`config.mk`:
```
export PLATFORM = sky130hd
export DESIGN_NAME = waypoint_steering_controller
export DESIGN_NICKNAME = d
export VERILOG_FILES = /design/src/rtl/wsc_pkg.sv /design/src/rtl/wsc_ctrl.sv /design/src/rtl/wsc_dp.sv /design/src/rtl/waypoint_steering_controller.sv
export SDC_FILE = /design/constraint.sdc
export NUM_CORES = 2
export LEC_CHECK = 0
export BUFFER_PORTS_ARGS = -buffer_cell sky130_fd_sc_hd__buf_2
export CAP_MARGIN = 0
export CORE_ASPECT_RATIO = 1.2
export CORE_MARGIN = 4
export CORE_UTILIZATION = 66
export DETAILED_ROUTE_END_ITERATION = 8
export PLACE_DENSITY = 0.89
export SETUP_SLACK_MARGIN = 0.3
export SYNTH_ARGS = -nofsm -noshare
export SYNTH_HDL_FRONTEND = slang
export SYNTH_HIERARCHICAL = 1
export SYNTH_SLANG_ARGS = --single-unit
export TNS_END_PERCENT = 10
```
`constraint.sdc`:
```
create_clock -name clk -period 10.5 [get_ports clk]
set_input_delay 0.525 -clock clk [delete_from_list [all_inputs] [get_ports clk]]
set_output_delay 0.525 -clock clk [all_outputs]
set_load 0.005 [all_outputs]
```
`src/rtl/wsc_pkg.sv`:
```
// Shared types, constants and lookup functions of the waypoint steering controller.
package wsc_pkg;

    // Configuration port
    localparam int CFG_IDX_W  = 3;
    localparam int CFG_DATA_W = 16;

    typedef enum logic [CFG_IDX_W-1:0] {
        REG_GOAL_X   = 3'd0,
        REG_GOAL_Y   = 3'd1,
        REG_LIN_GAIN = 3'd2,
        REG_ANG_GAIN = 3'd3,
        REG_DIST_TOL = 3'd4,
        REG_ANG_TOL  = 3'd5
    } cfg_reg_t;

    // Register reset values
    localparam logic signed [15:0] GOAL_X_RST   = 16'sd0;
    localparam logic signed [15:0] GOAL_Y_RST   = 16'sd0;
    localparam logic [15:0]        LIN_GAIN_RST = 16'd2048;
    localparam logic [15:0]        ANG_GAIN_RST = 16'd2048;
    localparam logic [14:0]        DIST_TOL_RST = 15'd102;
    localparam logic [14:0]        ANG_TOL_RST  = 15'd819;

    // Arithmetic constants
    localparam logic signed [17:0] PI_Q13      = 18'sd25736;
    localparam logic signed [17:0] TWO_PI_Q13  = 18'sd51472;
    localparam logic signed [23:0] HALF_PI_Q20 = 24'sd1647099;
    localparam logic signed [23:0] Z_ROUND     = 24'sd64;
    localparam logic signed [35:0] GAIN_ROUND  = 36'sd2048;
    localparam int                 ATAN_LEN    = 24;
    localparam int                 SQRT_STEPS  = 17;
    localparam logic [14:0]        LIN_MAX     = 15'h7FFF;
    localparam logic signed [15:0] ANG_MAX     = 16'sh7FFF;
    localparam logic signed [15:0] ANG_MIN     = -16'sh8000;

    // Beat payloads
    typedef struct packed {
        logic signed [15:0] pos_x;
        logic signed [15:0] pos_y;
        logic signed [15:0] heading;
    } in_t;

    typedef struct packed {
        logic [14:0]        linear_velocity;
        logic signed [15:0] angular_velocity;
        logic               goal_reached;
    } out_t;

    // Configuration bundle
    typedef struct packed {
        logic signed [15:0] goal_x;
        logic signed [15:0] goal_y;
        logic [15:0]        linear_gain;
        logic [15:0]        angular_gain;
        logic [14:0]        distance_tolerance;
        logic [14:0]        angle_tolerance;
    } cfg_t;

    // Controller states
    typedef enum logic [2:0] {
        ST_IDLE,
        ST_SQX,
        ST_SQY,
        ST_ITER,
        ST_ERR,
        ST_SEL,
        ST_MUL,
        ST_DONE
    } state_t;

    // Controller to datapath commands
    typedef struct packed {
        logic load;
        logic mac_x;
        logic mac_y;
        logic iter;
        logic err;
        logic sel;
        logic mul;
        logic emit;
    } ctrl_cmd_t;

    // Datapath to controller status
    typedef struct packed {
        logic out_free;
    } dp_status_t;

    // CORDIC arctangent table, 2^-20 rad units
    function automatic logic [19:0] atan_q20(input logic [4:0] idx);
        logic [19:0] val;
        case (idx)
            5'd0:    val = 20'd823550;
            5'd1:    val = 20'd486170;
            5'd2:    val = 20'd256879;
            5'd3:    val = 20'd130396;
            5'd4:    val = 20'd65451;
            5'd5:    val = 20'd32757;
            5'd6:    val = 20'd16383;
            5'd7:    val = 20'd8192;
            5'd8:    val = 20'd4096;
            5'd9:    val = 20'd2048;
            5'd10:   val = 20'd1024;
            5'd11:   val = 20'd512;
            5'd12:   val = 20'd256;
            5'd13:   val = 20'd128;
            5'd14:   val = 20'd64;
            5'd15:   val = 20'd32;
            5'd16:   val = 20'd16;
            5'd17:   val = 20'd8;
            5'd18:   val = 20'd4;
            5'd19:   val = 20'd2;
            5'd20:   val = 20'd1;
            default: val = 20'd0;
        endcase
        return val;
    endfunction

endpackage

```
`src/rtl/wsc_ctrl.sv`:
```
// Sequencer of the steering controller: walks one pose through the datapath.
module wsc_ctrl #(
    parameter int CORDIC_STEPS = 16
) (
    input  logic                clk,
    input  logic                rst_n,
    input  logic                in_valid,
    output logic                in_stall,
    input  wsc_pkg::dp_status_t status,
    output wsc_pkg::ctrl_cmd_t  cmd,
    output logic [$clog2(((CORDIC_STEPS < wsc_pkg::ATAN_LEN) ? CORDIC_STEPS
                 : wsc_pkg::ATAN_LEN) > wsc_pkg::SQRT_STEPS ?
                 ((CORDIC_STEPS < wsc_pkg::ATAN_LEN) ? CORDIC_STEPS : wsc_pkg::ATAN_LEN)
                 : wsc_pkg::SQRT_STEPS)-1:0] iter_idx
);

    localparam int EFF_STEPS = (CORDIC_STEPS < wsc_pkg::ATAN_LEN) ? CORDIC_STEPS
                                                                   : wsc_pkg::ATAN_LEN;
    localparam int N_ITER    = (EFF_STEPS > wsc_pkg::SQRT_STEPS) ? EFF_STEPS
                                                                 : wsc_pkg::SQRT_STEPS;
    localparam int CW        = $clog2(N_ITER);
    localparam logic [CW-1:0] LAST_ITER = CW'(N_ITER - 1);

    wsc_pkg::state_t state_reg, state_next;
    logic [CW-1:0]   cnt_reg, cnt_next;

    // State and iteration counter
    always_ff @(posedge clk or negedge rst_n)
    begin
        if (!rst_n)
        begin
            state_reg <= wsc_pkg::ST_IDLE;
            cnt_reg   <= '0;
        end
        else
        begin
            state_reg <= state_next;
            cnt_reg   <= cnt_next;
        end
    end

    // Next state and commands
    always_comb
    begin
        state_next = state_reg;
        cnt_next   = cnt_reg;
        cmd        = '0;
        in_stall   = 1'b1;
        case (state_reg)
            wsc_pkg::ST_IDLE:
            begin
                in_stall = 1'b0;
                if (in_valid)
                begin
                    cmd.load   = 1'b1;
                    state_next = wsc_pkg::ST_SQX;
                end
            end
            wsc_pkg::ST_SQX:
            begin
                cmd.mac_x  = 1'b1;
                state_next = wsc_pkg::ST_SQY;
            end
            wsc_pkg::ST_SQY:
            begin
                cmd.mac_y  = 1'b1;
                cnt_next   = '0;
                state_next = wsc_pkg::ST_ITER;
            end
            wsc_pkg::ST_ITER:
            begin
                cmd.iter = 1'b1;
                cnt_next = cnt_reg + 1'b1;
                if (cnt_reg == LAST_ITER)
                begin
                    state_next = wsc_pkg::ST_ERR;
                end
            end
            wsc_pkg::ST_ERR:
            begin
                cmd.err    = 1'b1;
                state_next = wsc_pkg::ST_SEL;
            end
            wsc_pkg::ST_SEL:
            begin
                cmd.sel    = 1'b1;
                state_next = wsc_pkg::ST_MUL;
            end
            wsc_pkg::ST_MUL:
            begin
                cmd.mul    = 1'b1;
                state_next = wsc_pkg::ST_DONE;
            end
            wsc_pkg::ST_DONE:
            begin
                // hold until the output register can take the beat
                if (status.out_free)
                begin
                    cmd.emit   = 1'b1;
                    state_next = wsc_pkg::ST_IDLE;
                end
            end
            default:
            begin
                state_next = wsc_pkg::ST_IDLE;
            end
        endcase
    end

    assign iter_idx = cnt_reg;

endmodule

```
`src/rtl/wsc_dp.sv`:
```
// Datapath: offsets, square root, CORDIC bearing, heading error, gain and output register.
module wsc_dp #(
    parameter int CORDIC_STEPS = 16
) (
    input  logic                clk,
    input  logic                rst_n,
    input  wsc_pkg::in_t        in_data,
    input  wsc_pkg::cfg_t       cfg,
    input  wsc_pkg::ctrl_cmd_t  cmd,
    input  logic [$clog2(((CORDIC_STEPS < wsc_pkg::ATAN_LEN) ? CORDIC_STEPS
                 : wsc_pkg::ATAN_LEN) > wsc_pkg::SQRT_STEPS ?
                 ((CORDIC_STEPS < wsc_pkg::ATAN_LEN) ? CORDIC_STEPS : wsc_pkg::ATAN_LEN)
                 : wsc_pkg::SQRT_STEPS)-1:0] iter_idx,
    output wsc_pkg::dp_status_t status,
    output logic                out_valid,
    input  logic                out_stall,
    output wsc_pkg::out_t       out_data
);

    localparam int EFF_STEPS = (CORDIC_STEPS < wsc_pkg::ATAN_LEN) ? CORDIC_STEPS
                                                                   : wsc_pkg::ATAN_LEN;
    localparam int N_ITER    = (EFF_STEPS > wsc_pkg::SQRT_STEPS) ? EFF_STEPS
                                                                 : wsc_pkg::SQRT_STEPS;
    localparam int CW        = $clog2(N_ITER);

    // Operand registers
    logic signed [16:0] dx_reg, dy_reg;
    logic signed [15:0] head_reg;

    // Square root state
    logic [33:0] rad_reg, res_reg, bit_reg;

    // CORDIC state
    logic signed [33:0] x_reg, y_reg;
    logic signed [23:0] z_reg;

    // Decision state
    logic signed [17:0] err_reg;
    logic               far_reg, rotate_reg, latch_reg;
    logic signed [34:0] prod_reg;

    // Output register
    logic          out_valid_reg;
    wsc_pkg::out_t out_data_reg;

    // Squaring multiplier, shared by both axes
    logic signed [16:0] sq_op;
    logic signed [33:0] sq;
    assign sq_op = cmd.mac_y ? dy_reg : dx_reg;
    assign sq    = sq_op * sq_op;

    // Quarter turn pre-rotation into the right half plane
    logic signed [33:0] x0, y0, xi, yi;
    logic signed [23:0] zi;
    assign x0 = {{3{dx_reg[16]}}, dx_reg, 14'b0};
    assign y0 = {{3{dy_reg[16]}}, dy_reg, 14'b0};
    always_comb
    begin
        xi = x0;
        yi = y0;
        zi = '0;
        if (dx_reg < 0)
        begin
            if (dy_reg >= 0)
            begin
                xi = y0;
                yi = -x0;
                zi = wsc_pkg::HALF_PI_Q20;
            end
            else
            begin
                xi = -y0;
                yi = x0;
                zi = -wsc_pkg::HALF_PI_Q20;
            end
        end
    end

    // One CORDIC micro-rotation
    logic signed [33:0] xs, ys;
    logic signed [23:0] atan_s;
    assign xs     = x_reg >>> iter_idx;
    assign ys     = y_reg >>> iter_idx;
    assign atan_s = $signed({4'b0, wsc_pkg::atan_q20(5'(iter_idx))});

    // One square root digit
    logic [33:0] trial;
    assign trial = res_reg + bit_reg;

    // Bearing rounding and heading error wrap
    logic signed [23:0] z_rnd;
    logic signed [17:0] bearing, e0, e1, e2;
    assign z_rnd   = (z_reg + wsc_pkg::Z_ROUND) >>> 7;
    assign bearing = z_rnd[17:0];
    assign e0      = bearing - 18'(head_reg);
    assign e1      = (e0 > wsc_pkg::PI_Q13) ? e0 - wsc_pkg::TWO_PI_Q13 : e0;
    assign e2      = (e1 < -wsc_pkg::PI_Q13) ? e1 + wsc_pkg::TWO_PI_Q13 : e1;

    // Tolerance checks
    logic [16:0] dist_val;
    logic [17:0] aerr;
    assign dist_val = res_reg[16:0];
    assign aerr     = err_reg[17] ? 18'(-err_reg) : 18'(err_reg);

    // Gain multiplier operands
    logic signed [17:0] g_op;
    logic signed [16:0] g_gain;
    assign g_op   = rotate_reg ? err_reg : $signed({1'b0, dist_val});
    assign g_gain = $signed({1'b0, rotate_reg ? cfg.angular_gain : cfg.linear_gain});

    // Round, shift and saturate
    logic signed [35:0] scaled;
    logic [14:0]        lin_sat;
    logic signed [15:0] ang_sat;
    assign scaled = ($signed({prod_reg[34], prod_reg}) + wsc_pkg::GAIN_ROUND) >>> 12;
    always_comb
    begin
        if (scaled > 36'sd32767)
        begin
            lin_sat = wsc_pkg::LIN_MAX;
            ang_sat = wsc_pkg::ANG_MAX;
        end
        else if (scaled < -36'sd32768)
        begin
            lin_sat = '0;
            ang_sat = wsc_pkg::ANG_MIN;
        end
        else
        begin
            lin_sat = scaled[14:0];
            ang_sat = scaled[15:0];
        end
    end

    // Working registers
    always_ff @(posedge clk)
    begin
        if (cmd.load)
        begin
            dx_reg   <= 17'(cfg.goal_x) - 17'(in_data.pos_x);
            dy_reg   <= 17'(cfg.goal_y) - 17'(in_data.pos_y);
            head_reg <= in_data.heading;
        end
        if (cmd.mac_x)
        begin
            rad_reg <= unsigned'(sq);
            x_reg   <= xi;
            y_reg   <= yi;
            z_reg   <= zi;
        end
        if (cmd.mac_y)
        begin
            rad_reg <= rad_reg + unsigned'(sq);
            res_reg <= '0;
            bit_reg <= 34'd1 << 32;
        end
        if (cmd.iter)
        begin
            if (iter_idx < CW'(wsc_pkg::SQRT_STEPS))
            begin
                if (rad_reg >= trial)
                begin
                    rad_reg <= rad_reg - trial;
                    res_reg <= (res_reg >> 1) + bit_reg;
                end
                else
                begin
                    res_reg <= res_reg >> 1;
                end
                bit_reg <= bit_reg >> 2;
            end
            if (iter_idx < CW'(EFF_STEPS))
            begin
                if (y_reg > 0)
                begin
                    x_reg <= x_reg + ys;
                    y_reg <= y_reg - xs;
                    z_reg <= z_reg + atan_s;
                end
                else
                begin
                    x_reg <= x_reg - ys;
                    y_reg <= y_reg + xs;
                    z_reg <= z_reg - atan_s;
                end
            end
        end
        if (cmd.err)
        begin
            err_reg <= e2;
        end
        if (cmd.sel)
        begin
            far_reg    <= {1'b0, dist_val} > {3'b0, cfg.distance_tolerance};
            rotate_reg <= aerr > {3'b0, cfg.angle_tolerance};
        end
        if (cmd.mul)
        begin
            prod_reg <= g_gain * g_op;
        end
    end

    // Arrival latch, cleared by reset only
    always_ff @(posedge clk or negedge rst_n)
    begin
        if (!rst_n)
        begin
            latch_reg <= 1'b0;
        end
        else if (cmd.sel && !({1'b0, dist_val} > {3'b0, cfg.distance_tolerance}))
        begin
            latch_reg <= 1'b1;
        end
    end

    // Output beat register
    always_ff @(posedge clk or negedge rst_n)
    begin
        if (!rst_n)
        begin
            out_valid_reg <= 1'b0;
        end
        else if (cmd.emit)
        begin
            out_valid_reg <= 1'b1;
        end
        else if (!out_stall)
        begin
            out_valid_reg <= 1'b0;
        end
    end

    always_ff @(posedge clk)
    begin
        if (cmd.emit)
        begin
            out_data_reg.goal_reached     <= latch_reg;
            out_data_reg.linear_velocity  <= (!latch_reg && far_reg && !rotate_reg)
                                             ? lin_sat : '0;
            out_data_reg.angular_velocity <= (!latch_reg && far_reg && rotate_reg)
                                             ? ang_sat : '0;
        end
    end

    assign status.out_free = !out_valid_reg || !out_stall;
    assign out_valid       = out_valid_reg;
    assign out_data        = out_data_reg;

endmodule

```
`src/rtl/waypoint_steering_controller.sv`:
```
// Top level of the waypoint steering controller: configuration registers and instances.
//
// Proportional go-to-goal steering. Each input beat is one pose; the block answers with
// one beat holding a forward speed, a turn rate and the goal-reached flag. One pose is in
// flight at a time: the next pose is taken only after the current result has entered the
// output register, and the sequencer waits while that register is held by out_stall. Each
// pose passes through an iteration loop in which the bit-serial square root (17 digits)
// and the CORDIC bearing unit step together, plus the squaring, error, select, gain and
// output steps around it. The result sits in an output register, so a new pose is taken
// while the previous result still waits downstream. Configuration is written through a
// plain write port (index 0 goal_x to 5 angle_tolerance; other indices are ignored) and
// must be written while the block is idle. The goal-reached flag is cleared only by reset.
module waypoint_steering_controller #(
    parameter int CORDIC_STEPS = 16
) (
    input  logic                              clk,
    input  logic                              rst_n,
    input  logic                              in_valid,
    output logic                              in_stall,
    input  wsc_pkg::in_t                      in_data,
    output logic                              out_valid,
    input  logic                              out_stall,
    output wsc_pkg::out_t                     out_data,
    input  logic                              cfg_wr_en,
    input  logic [wsc_pkg::CFG_IDX_W-1:0]     cfg_index,
    input  logic [wsc_pkg::CFG_DATA_W-1:0]    cfg_data
);

    localparam int EFF_STEPS = (CORDIC_STEPS < wsc_pkg::ATAN_LEN) ? CORDIC_STEPS
                                                                   : wsc_pkg::ATAN_LEN;
    localparam int N_ITER    = (EFF_STEPS > wsc_pkg::SQRT_STEPS) ? EFF_STEPS
                                                                 : wsc_pkg::SQRT_STEPS;
    localparam int CW        = $clog2(N_ITER);

    wsc_pkg::cfg_t       cfg_reg;
    wsc_pkg::ctrl_cmd_t  cmd;
    wsc_pkg::dp_status_t status;
    logic [CW-1:0]       iter_idx;

    // Configuration registers
    always_ff @(posedge clk or negedge rst_n)
    begin
        if (!rst_n)
        begin
            cfg_reg.goal_x             <= wsc_pkg::GOAL_X_RST;
            cfg_reg.goal_y             <= wsc_pkg::GOAL_Y_RST;
            cfg_reg.linear_gain        <= wsc_pkg::LIN_GAIN_RST;
            cfg_reg.angular_gain       <= wsc_pkg::ANG_GAIN_RST;
            cfg_reg.distance_tolerance <= wsc_pkg::DIST_TOL_RST;
            cfg_reg.angle_tolerance    <= wsc_pkg::ANG_TOL_RST;
        end
        else if (cfg_wr_en)
        begin
            case (wsc_pkg::cfg_reg_t'(cfg_index))
                wsc_pkg::REG_GOAL_X:   cfg_reg.goal_x             <= $signed(cfg_data);
                wsc_pkg::REG_GOAL_Y:   cfg_reg.goal_y             <= $signed(cfg_data);
                wsc_pkg::REG_LIN_GAIN: cfg_reg.linear_gain        <= cfg_data;
                wsc_pkg::REG_ANG_GAIN: cfg_reg.angular_gain       <= cfg_data;
                wsc_pkg::REG_DIST_TOL: cfg_reg.distance_tolerance <= cfg_data[14:0];
                wsc_pkg::REG_ANG_TOL:  cfg_reg.angle_tolerance    <= cfg_data[14:0];
                default:
                begin
                end
            endcase
        end
    end

    // Sequencer
    wsc_ctrl #(
        .CORDIC_STEPS (CORDIC_STEPS)
    ) u_ctrl (
        .clk      (clk),
        .rst_n    (rst_n),
        .in_valid (in_valid),
        .in_stall (in_stall),
        .status   (status),
        .cmd      (cmd),
        .iter_idx (iter_idx)
    );

    // Datapath
    wsc_dp #(
        .CORDIC_STEPS (CORDIC_STEPS)
    ) u_dp (
        .clk       (clk),
        .rst_n     (rst_n),
        .in_data   (in_data),
        .cfg       (cfg_reg),
        .cmd       (cmd),
        .iter_idx  (iter_idx),
        .status    (status),
        .out_valid (out_valid),
        .out_stall (out_stall),
        .out_data  (out_data)
    );

endmodule
```
### Yosys cells after proc, flatten, opt, wreduce, memory -nomap -nowiden

Memories as Yosys holds them, arrays and structs flattened.
Index checks and enable logic that the tools add are counted.

| storage, ports and cells | value |
|---|---|
| register bits | 435 |
| ROM bits | 640 |
| input port bits | 72 |
| output and inout port bits | 34 |
| logic and storage cells | 162 |
| memories | 1 |

| cells by class | value |
|---|---|
| add/sub/neg operators | 21 |
| $mul | 2 |
| $lt $le $gt $ge | 12 |
| equality and inequality tests | 17 |
| shifts and indexed selects | 2 |
| multiplexer cells | 58 |
| bitwise logic cells | 1 |
| reductions and logical operators | 21 |

Memory list:

| memory | words | bits a word | read ports | clocked after Yosys merged registers in | write ports | RTL line | RTL |
|---|---|---|---|---|---|---|---|
| (no name shown) | 32 | 20 | 1 | 0 | 0 | wsc_pkg.sv:92 | `case (idx)` |

Operators by type and width:

| cell | count |
|---|---|
| 2-to-1 mux 34 bit | 24 |
| 2-to-1 mux 24 bit | 6 |
| adder 34 bit | 4 |
| subtractor 34 bit | 3 |
| 2-to-1 mux 18 bit | 4 |
| negation 31 -> 34 bit | 2 |
| >>> shifter 34 x 5 -> 34 bit | 2 |
| 2-to-1 mux 15 bit | 3 |
| adder 35 x 13 -> 36 bit, second input constant | 1 |
| multiplier 17 x 18 -> 35 bit | 1 |
| adder 33 x 34 -> 34 bit | 1 |
| greater-or-equal comparator 34 bit | 1 |
| greater-than comparator 34 x 1 -> 1 bit, second input constant | 1 |
| multiplier 17 x 17 -> 34 bit | 1 |
| subtractor 16 x 16 -> 17 bit | 2 |
| 2-to-1 mux 16 bit | 2 |
| adder 24 x 21 -> 24 bit | 1 |
| adder 24 x 8 -> 24 bit, second input constant | 1 |
| greater-than comparator 24 x 16 -> 1 bit, second input constant | 1 |
| < comparator 24 x 16 -> 1 bit, second input constant | 1 |
| case mux 3 bit (8 select lines) | 1 |
| subtractor 24 x 21 -> 24 bit | 1 |
| adder 18 x 17 -> 18 bit, second input constant | 1 |
| == test 3 bit, second input constant | 6 |
| 29 further kinds | 63 |

### Longest topological paths before layout

| logic depth | value |
|---|---|
| word-level depth | 9 |
| gate-level depth with buffers | 44 |
| mapped depth without buffers | 41 |

### Modules after synthesis

The synthesis kept the hierarchy.

Modules (own cells, without submodules):

| module | times used | cells each | area each (sq um) | sequential area each (sq um) |
|---|---|---|---|---|
| wsc_dp | 1 | 6427 | 54143.2 | 7717.4 |
| waypoint_steering_controller | 1 | 204 | 3608.5 | 2367.3 |
| wsc_ctrl | 1 | 55 | 554.3 | 200.2 |

### Least setup slack after synthesis

OpenSTA, ideal clock, no wires.

| timing path | value |
|---|---|
| path type | register -> register |
| from | reg u_ctrl.state_reg[0] |
| to | reg u_dp.rad_reg[33] |
| library setup time | 0.139 ns |
| arrival time | 9.363 ns |
| required time | 10.361 ns |
| slack | 0.998 ns |
| stages on the path, launching flop included | 43 |
| buffers on the path | 3 |
| clock period less this slack | 9.502 ns |
| path through | dfrtp_1 > inv_1 > ha_1 > nand2b_1 > inv_1 > clkbuf_1 > clkbuf_1 > mux2i_1 > inv_1 > clkbuf_1 > nand2_1 > inv_1 > fa_1 > inv_1 > fa_1 > fa_1 > inv_1 > fa_1 > (+7 left out) > a2111o_1 > o22ai_1 > a31oi_1 > a21o_1 > a21o_1 > a21o_1 > nand2_1 > o21ai_0 > a21o_1 > ha_1 > nand3_1 > a2bb2oi_1 > a21oi_1 > a221o_1 > xnor2_1 > nor2_1 > o21ai_0 > a22oi_1 |

RTL lines:

| element | RTL line | RTL |
|---|---|---|
| start: declaration | wsc_ctrl.sv:24 | `wsc_pkg::state_t state_reg, state_next;` |
| start signal: assignment | wsc_ctrl.sv:32 | `state_reg <= wsc_pkg::ST_IDLE;` |
| start signal: assignment | wsc_ctrl.sv:37 | `state_reg <= state_next;` |
| end signal: assignment | wsc_dp.sv:146 | `rad_reg <= unsigned'(sq);` |
| end signal: assignment | wsc_dp.sv:153 | `rad_reg <= rad_reg + unsigned'(sq);` |
| end signal: assignment | wsc_dp.sv:163 | `rad_reg <= rad_reg - trial;` |
| end: declaration | wsc_dp.sv:31 | `logic [33:0] rad_reg, res_reg, bit_reg;` |

==> flow_summary.html <==
<table>
<tr><th>Metric</th><th>Value</th></tr>
<tr><th colspan="2">STA</th></tr>
<tr><td>Highest Clock Rate</td><td>102 MHz</td></tr>
<tr><td>Worst slew pin tran</td><td>1.16 ns</td></tr>
<tr><td>Setup repair after global routing missed its margin</td><td>false</td></tr>
<tr><td>Number of endpoints failing setup at the final stage</td><td>0</td></tr>
<tr><td>Max Slew Vio Count</td><td>0</td></tr>
<tr><td>Worst rel slew slack</td><td>22.3%</td></tr>
<tr><td>Time the worst path needs with I/O delays and setup</td><td>9.79 ns</td></tr>
<tr><td>Worst-case setup margin in the final layout</td><td>0.713 ns</td></tr>
<tr><td>Total Negative Setup Slacks</td><td>0 ns</td></tr>
<tr><td>Worst clock skew on the final layout</td><td>0.0533 ns</td></tr>
<tr><td>Hold violation count in the final report</td><td>0</td></tr>
<tr><td>Period utilization</td><td>93.2%</td></tr>
<tr><th colspan="2">Detailed routing</th></tr>
<tr><td>Routed length on met2</td><td>76.6 mm</td></tr>
<tr><td>DRT iter0 DRCs</td><td>5027</td></tr>
<tr><td>Antenna-violating nets left</td><td>0</td></tr>
<tr><td>Post-Route WL</td><td>161 mm</td></tr>
<tr><td>DRC viols</td><td>0</td></tr>
<tr><td>Length of routed wiring on met1</td><td>60.4 mm</td></tr>
<tr><td>Length of routed met3 wiring</td><td>14.1 mm</td></tr>
<tr><td>Routed wirelength normalized by instance count</td><td>20.5 um</td></tr>
<tr><td>Router iterations before antenna repair</td><td>7</td></tr>
<tr><td>Top routing layer in use</td><td>met5</td></tr>
<tr><td>Via total after detailed routing</td><td>50000</td></tr>
<tr><td>Via-per-instance ratio</td><td>6.36</td></tr>
<tr><th colspan="2">Worst setup path</th></tr>
<tr><td>Slowest stage cell, crit path</td><td>sky130_fd_sc_hd__a221oi_1</td></tr>
<tr><td>Maximum fanout along the worst path</td><td>11</td></tr>
<tr><td>Reg-to-Reg Start</td><td>u_ctrl/state_reg[0]$_DFFE_PN0P_</td></tr>
<tr><td>Worst r2r path cells</td><td>39</td></tr>
<tr><td>Category of the critical setup timing path</td><td>flop to flop</td></tr>
<tr><td>FF-to-FF End</td><td>u_dp/rad_reg[33]$_DFF_P_</td></tr>
<tr><td>CP peak stage delay</td><td>0.57 ns</td></tr>
<tr><td>Data arrival time of the critical path</td><td>10.28 ns</td></tr>
<tr><td>Required time at the endpoint of the critical path</td><td>10.99 ns</td></tr>
<tr><td>Reg-to-reg slack, setup</td><td>0.71 ns</td></tr>
<tr><td>Setup crit end kind</td><td>flop</td></tr>
<tr><td>Library cell appearing most often on the critical path</td><td>sky130_fd_sc_hd__inv_1</td></tr>
<tr><td>Crit path launch type</td><td>flop</td></tr>
<tr><th colspan="2">Synthesis</th></tr>
<tr><td>Nets in the synthesized netlist</td><td>7824</td></tr>
<tr><td>Post-synth EDFFs</td><td>126</td></tr>
<tr><td>Mean area per synthesized cell</td><td>8.72 sq um</td></tr>
<tr><td>Flip-flop and latch count after synthesis</td><td>424</td></tr>
<tr><td>Instance count of the mapped netlist</td><td>6686</td></tr>
<tr><td>Sequential fraction of the synthesis area</td><td>17.6%</td></tr>
<tr><td>Cell Area, Synth</td><td>58300 sq um</td></tr>
<tr><td>Yosys warning total</td><td>6</td></tr>
<tr><td>Number of distinct library cells after synthesis</td><td>113</td></tr>
<tr><td>Proportion of register bits with asynchronous set or reset after synthesis</td><td>24.5%</td></tr>
<tr><td>Primary flip-flop cell chosen by synthesis mapping</td><td>sky130_fd_sc_hd__dfxtp_1</td></tr>
<tr><th colspan="2">Clocking</th></tr>
<tr><td>Clock root buffer master</td><td>sky130_fd_sc_hd__clkbuf_16</td></tr>
<tr><td>Clock-pin slew on the worst setup and hold paths</td><td>0.06 ns</td></tr>
<tr><td>TritonCTS buffer count</td><td>48</td></tr>
<tr><td>H-tree levels</td><td>2</td></tr>
<tr><td>Number of buffers between clock root and the deepest sink</td><td>3</td></tr>
<tr><td>CTS tree</td><td>done</td></tr>
<tr><td>Later-pin clock latency in the skew report</td><td>0.65 ns</td></tr>
<tr><td>Clock sink count</td><td>424</td></tr>
<tr><th colspan="2">Final layout</th></tr>
<tr><td>Area growth from synthesis to layout</td><td>5.47%</td></tr>
<tr><td>Net count, final</td><td>7802</td></tr>
<tr><td>Flip-flop count of the largest register after layout</td><td>94</td></tr>
<tr><td>Most frequent standard cell in the layout excluding fill and tap cells</td><td>sky130_fd_sc_hd__inv_1</td></tr>
<tr><td>Fin cells</td><td>7855</td></tr>
<tr><td>Proportion of layout cells with a drive suffix above 1</td><td>8.74%</td></tr>
<tr><td>Leading cell types in the layout, fill and taps excluded</td><td>sky130_fd_sc_hd__inv_1 (879), sky130_fd_sc_hd__nand2_1 (644), sky130_fd_sc_hd__nor2_1 (581)</td></tr>
<tr><th colspan="2">Floorplanning</th></tr>
<tr><td>Die Y</td><td>334 um</td></tr>
<tr><td>Top-Level Pins</td><td>106</td></tr>
<tr><td>Area of the placeable core</td><td>87700 sq um</td></tr>
<tr><td>Total number of placement rows</td><td>119</td></tr>
<tr><td>X dimension of the die</td><td>279 um</td></tr>
<tr><td>Die ar.</td><td>93200 sq um</td></tr>
<tr><td>Initial Util</td><td>66.5%</td></tr>
<tr><th colspan="2">Global routing</th></tr>
<tr><td>Via count of the first global-routing pass</td><td>51000</td></tr>
<tr><td>Global-route wire length before repair</td><td>261 mm</td></tr>
<tr><td>Global route overflow</td><td>0</td></tr>
<tr><td>Antenna violations before repair</td><td>5</td></tr>
<tr><td>Pin count of the biggest net entering global routing</td><td>102</td></tr>
<tr><td>Total track usage</td><td>34.4%</td></tr>
<tr><th colspan="2">Status</th></tr>
<tr><td>Outcome</td><td>finished, final reports clean</td></tr>
<tr><th colspan="2">Placement</th></tr>
<tr><td>Buffers added on ports</td><td>105</td></tr>
<tr><td>Global placer's final weighted congestion</td><td>0.994</td></tr>
<tr><td>Count of placed standard cells including taps</td><td>7761</td></tr>
<tr><td>Detailed-placement wirelength estimate</td><td>124 mm</td></tr>
<tr><td>Worst setup timing slack at the placement stage</td><td>0.553 ns</td></tr>
<tr><th colspan="2">Worst hold path</th></tr>
<tr><td>Launch instance of the worst min-delay path</td><td>in_data[4]</td></tr>
<tr><td>Endpoint with the worst hold slack</td><td>u_dp/head_reg[4]$_DFFE_PP_</td></tr>
<tr><td>Path class of the lowest-slack min-delay path</td><td>primary input to flop</td></tr>
<tr><td>Cells on Worst Hold Path</td><td>1</td></tr>
<tr><th colspan="2">Flow run</th></tr>
<tr><td>Max-Cap Viols</td><td>0</td></tr>
</table>
what timing repair did:
item	in CTS	in global routing
setup buffers	0	0
resized for setup	0	10
endpoints found under the hold margin	43	0
hold buffers	1	0
setup endpoints to repair	0	5
per-stage QoR:
stage                     area (sq um)  utilization [%]  hold WS, ns
after global placement           59600             68.0        0.473
after floorplan                  58300                -        0.229
after global routing             61500             70.1       0.0368
after detailed placement         59600             68.0        0.477
after CTS                        61500             70.1       0.0239
final                            61500             70.1       0.0541
synthesized netlist by cell type (10+ instances only):
library cell | instances | area (sq um)
sky130_fd_sc_hd__nand3_1 | 179 | 896
sky130_fd_sc_hd__dfstp_2 | 12 | 315
sky130_fd_sc_hd__and2_1 | 43 | 269
sky130_fd_sc_hd__o21bai_1 | 40 | 300
sky130_fd_sc_hd__mux4_1 | 11 | 289
sky130_fd_sc_hd__nor4_1 | 25 | 156
sky130_fd_sc_hd__o21ai_0 | 357 | 1790
sky130_fd_sc_hd__inv_1 | 882 | 3310
sky130_fd_sc_hd__a31oi_1 | 57 | 357
sky130_fd_sc_hd__and3_1 | 45 | 282
sky130_fd_sc_hd__a22oi_1 | 17 | 128
sky130_fd_sc_hd__o21a_1 | 60 | 450
sky130_fd_sc_hd__xor2_1 | 159 | 1390
sky130_fd_sc_hd__mux2_2 | 156 | 1760
sky130_fd_sc_hd__edfxtp_1 | 126 | 3780
sky130_fd_sc_hd__o31ai_1 | 32 | 240
sky130_fd_sc_hd__a211oi_1 | 68 | 510
sky130_fd_sc_hd__fa_1 | 569 | 11400
sky130_fd_sc_hd__o211ai_1 | 39 | 293
sky130_fd_sc_hd__nand3b_1 | 10 | 75.1
sky130_fd_sc_hd__nor3_1 | 81 | 405
sky130_fd_sc_hd__nand2_1 | 646 | 2420
sky130_fd_sc_hd__a211o_1 | 16 | 140
sky130_fd_sc_hd__a221oi_1 | 15 | 131
sky130_fd_sc_hd__a21boi_0 | 27 | 203
sky130_fd_sc_hd__or2_2 | 24 | 150
sky130_fd_sc_hd__a21oi_1 | 385 | 1930
sky130_fd_sc_hd__a21o_1 | 131 | 983
sky130_fd_sc_hd__o22ai_1 | 14 | 87.6
sky130_fd_sc_hd__a31o_2 | 12 | 105
sky130_fd_sc_hd__nand4_1 | 39 | 244
sky130_fd_sc_hd__ha_1 | 497 | 6220
sky130_fd_sc_hd__buf_1 | 22 | 82.6
sky130_fd_sc_hd__nor2_1 | 583 | 2190
sky130_fd_sc_hd__clkbuf_1 | 166 | 623
sky130_fd_sc_hd__buf_2 | 20 | 100
sky130_fd_sc_hd__nor2b_1 | 62 | 388
sky130_fd_sc_hd__nand2b_1 | 62 | 388
sky130_fd_sc_hd__buf_6 | 21 | 236
sky130_fd_sc_hd__mux2i_1 | 131 | 1310
sky130_fd_sc_hd__xnor2_1 | 281 | 2460
sky130_fd_sc_hd__dfrtp_1 | 92 | 2300
sky130_fd_sc_hd__dfxtp_1 | 194 | 3880
sky130_fd_sc_hd__or3_1 | 24 | 150
sky130_fd_sc_hd__mux4_2 | 64 | 1440
worst max-delay path: cells and delay by family (launching register included):
| family | cells | cell delay, ns |
|---|---|---|
| AOI/OAI and AO/OA | 13 | 2.88 |
| and+or+nand+nor | 6 | 0.85 |
| buffers and inverters | 8 | 1.12 |
| xor gates and xnor gates | 2 | 0.39 |
| adders and majority gates | 9 | 3.52 |
| muxes | 1 | 0.48 |
| DFF | 1 | 0.41 |
layer usage:
layer | up-vias | global-route usage (%)
met2 | 2662 | 57.7
met4 | 2 | 18.3
li1 | 22600 | -
met3 | 693 | 5.78
met5 | - | 0
met1 | 24000 | 42.6
cell families (layout without fill, tap and decap cells):
group                      Yosys count  count (layout)  share of synthesized area (%)
AOI/OAI and AO/OA                 1379            1379                           14.9
xor gates and xnor gates           440             440                           6.61
adders and majority gates         1066            1066                           30.2
buffers and inverters             1133            1151                           7.71
DFF                                424             424                           17.6
muxes                              365             365                           8.29
other                                0               2                              0
and+or+nand+nor                   1879            1879                           14.7
layout make-up:
type	instances	area, sq um
clock inverter	27	402
timing repair inverter	1	5.00
inverter	894	3360
antenna	2	5.00
tap	1149	1440
clock buffer	63	1400
timing repair buffer	166	988
sequential	424	10300
multi-input combinational	5129	43600
fill	6258	26200
worst max path at each step:
stage,start,to,slack (ns),cells after the start
floorplan,u_ctrl/state_reg[0]$_DFFE_PN0P_,u_dp/rad_reg[33]$_DFF_P_,1.0,42
global placement,u_ctrl/state_reg[0]$_DFFE_PN0P_,u_dp/rad_reg[33]$_DFF_P_,0.70,36
detailed placement,u_ctrl/state_reg[0]$_DFFE_PN0P_,u_dp/rad_reg[33]$_DFF_P_,0.55,36
CTS,u_ctrl/state_reg[0]$_DFFE_PN0P_,u_dp/rad_reg[33]$_DFF_P_,0.52,36
global route,u_ctrl/state_reg[0]$_DFFE_PN0P_,u_dp/rad_reg[33]$_DFF_P_,0.32,38
finish,u_ctrl/state_reg[0]$_DFFE_PN0P_,u_dp/rad_reg[33]$_DFF_P_,0.71,39
Power is left out: the tool's default activity adds up to more than one toggle a clock period on the data nets, which glitch-free logic cannot reach.
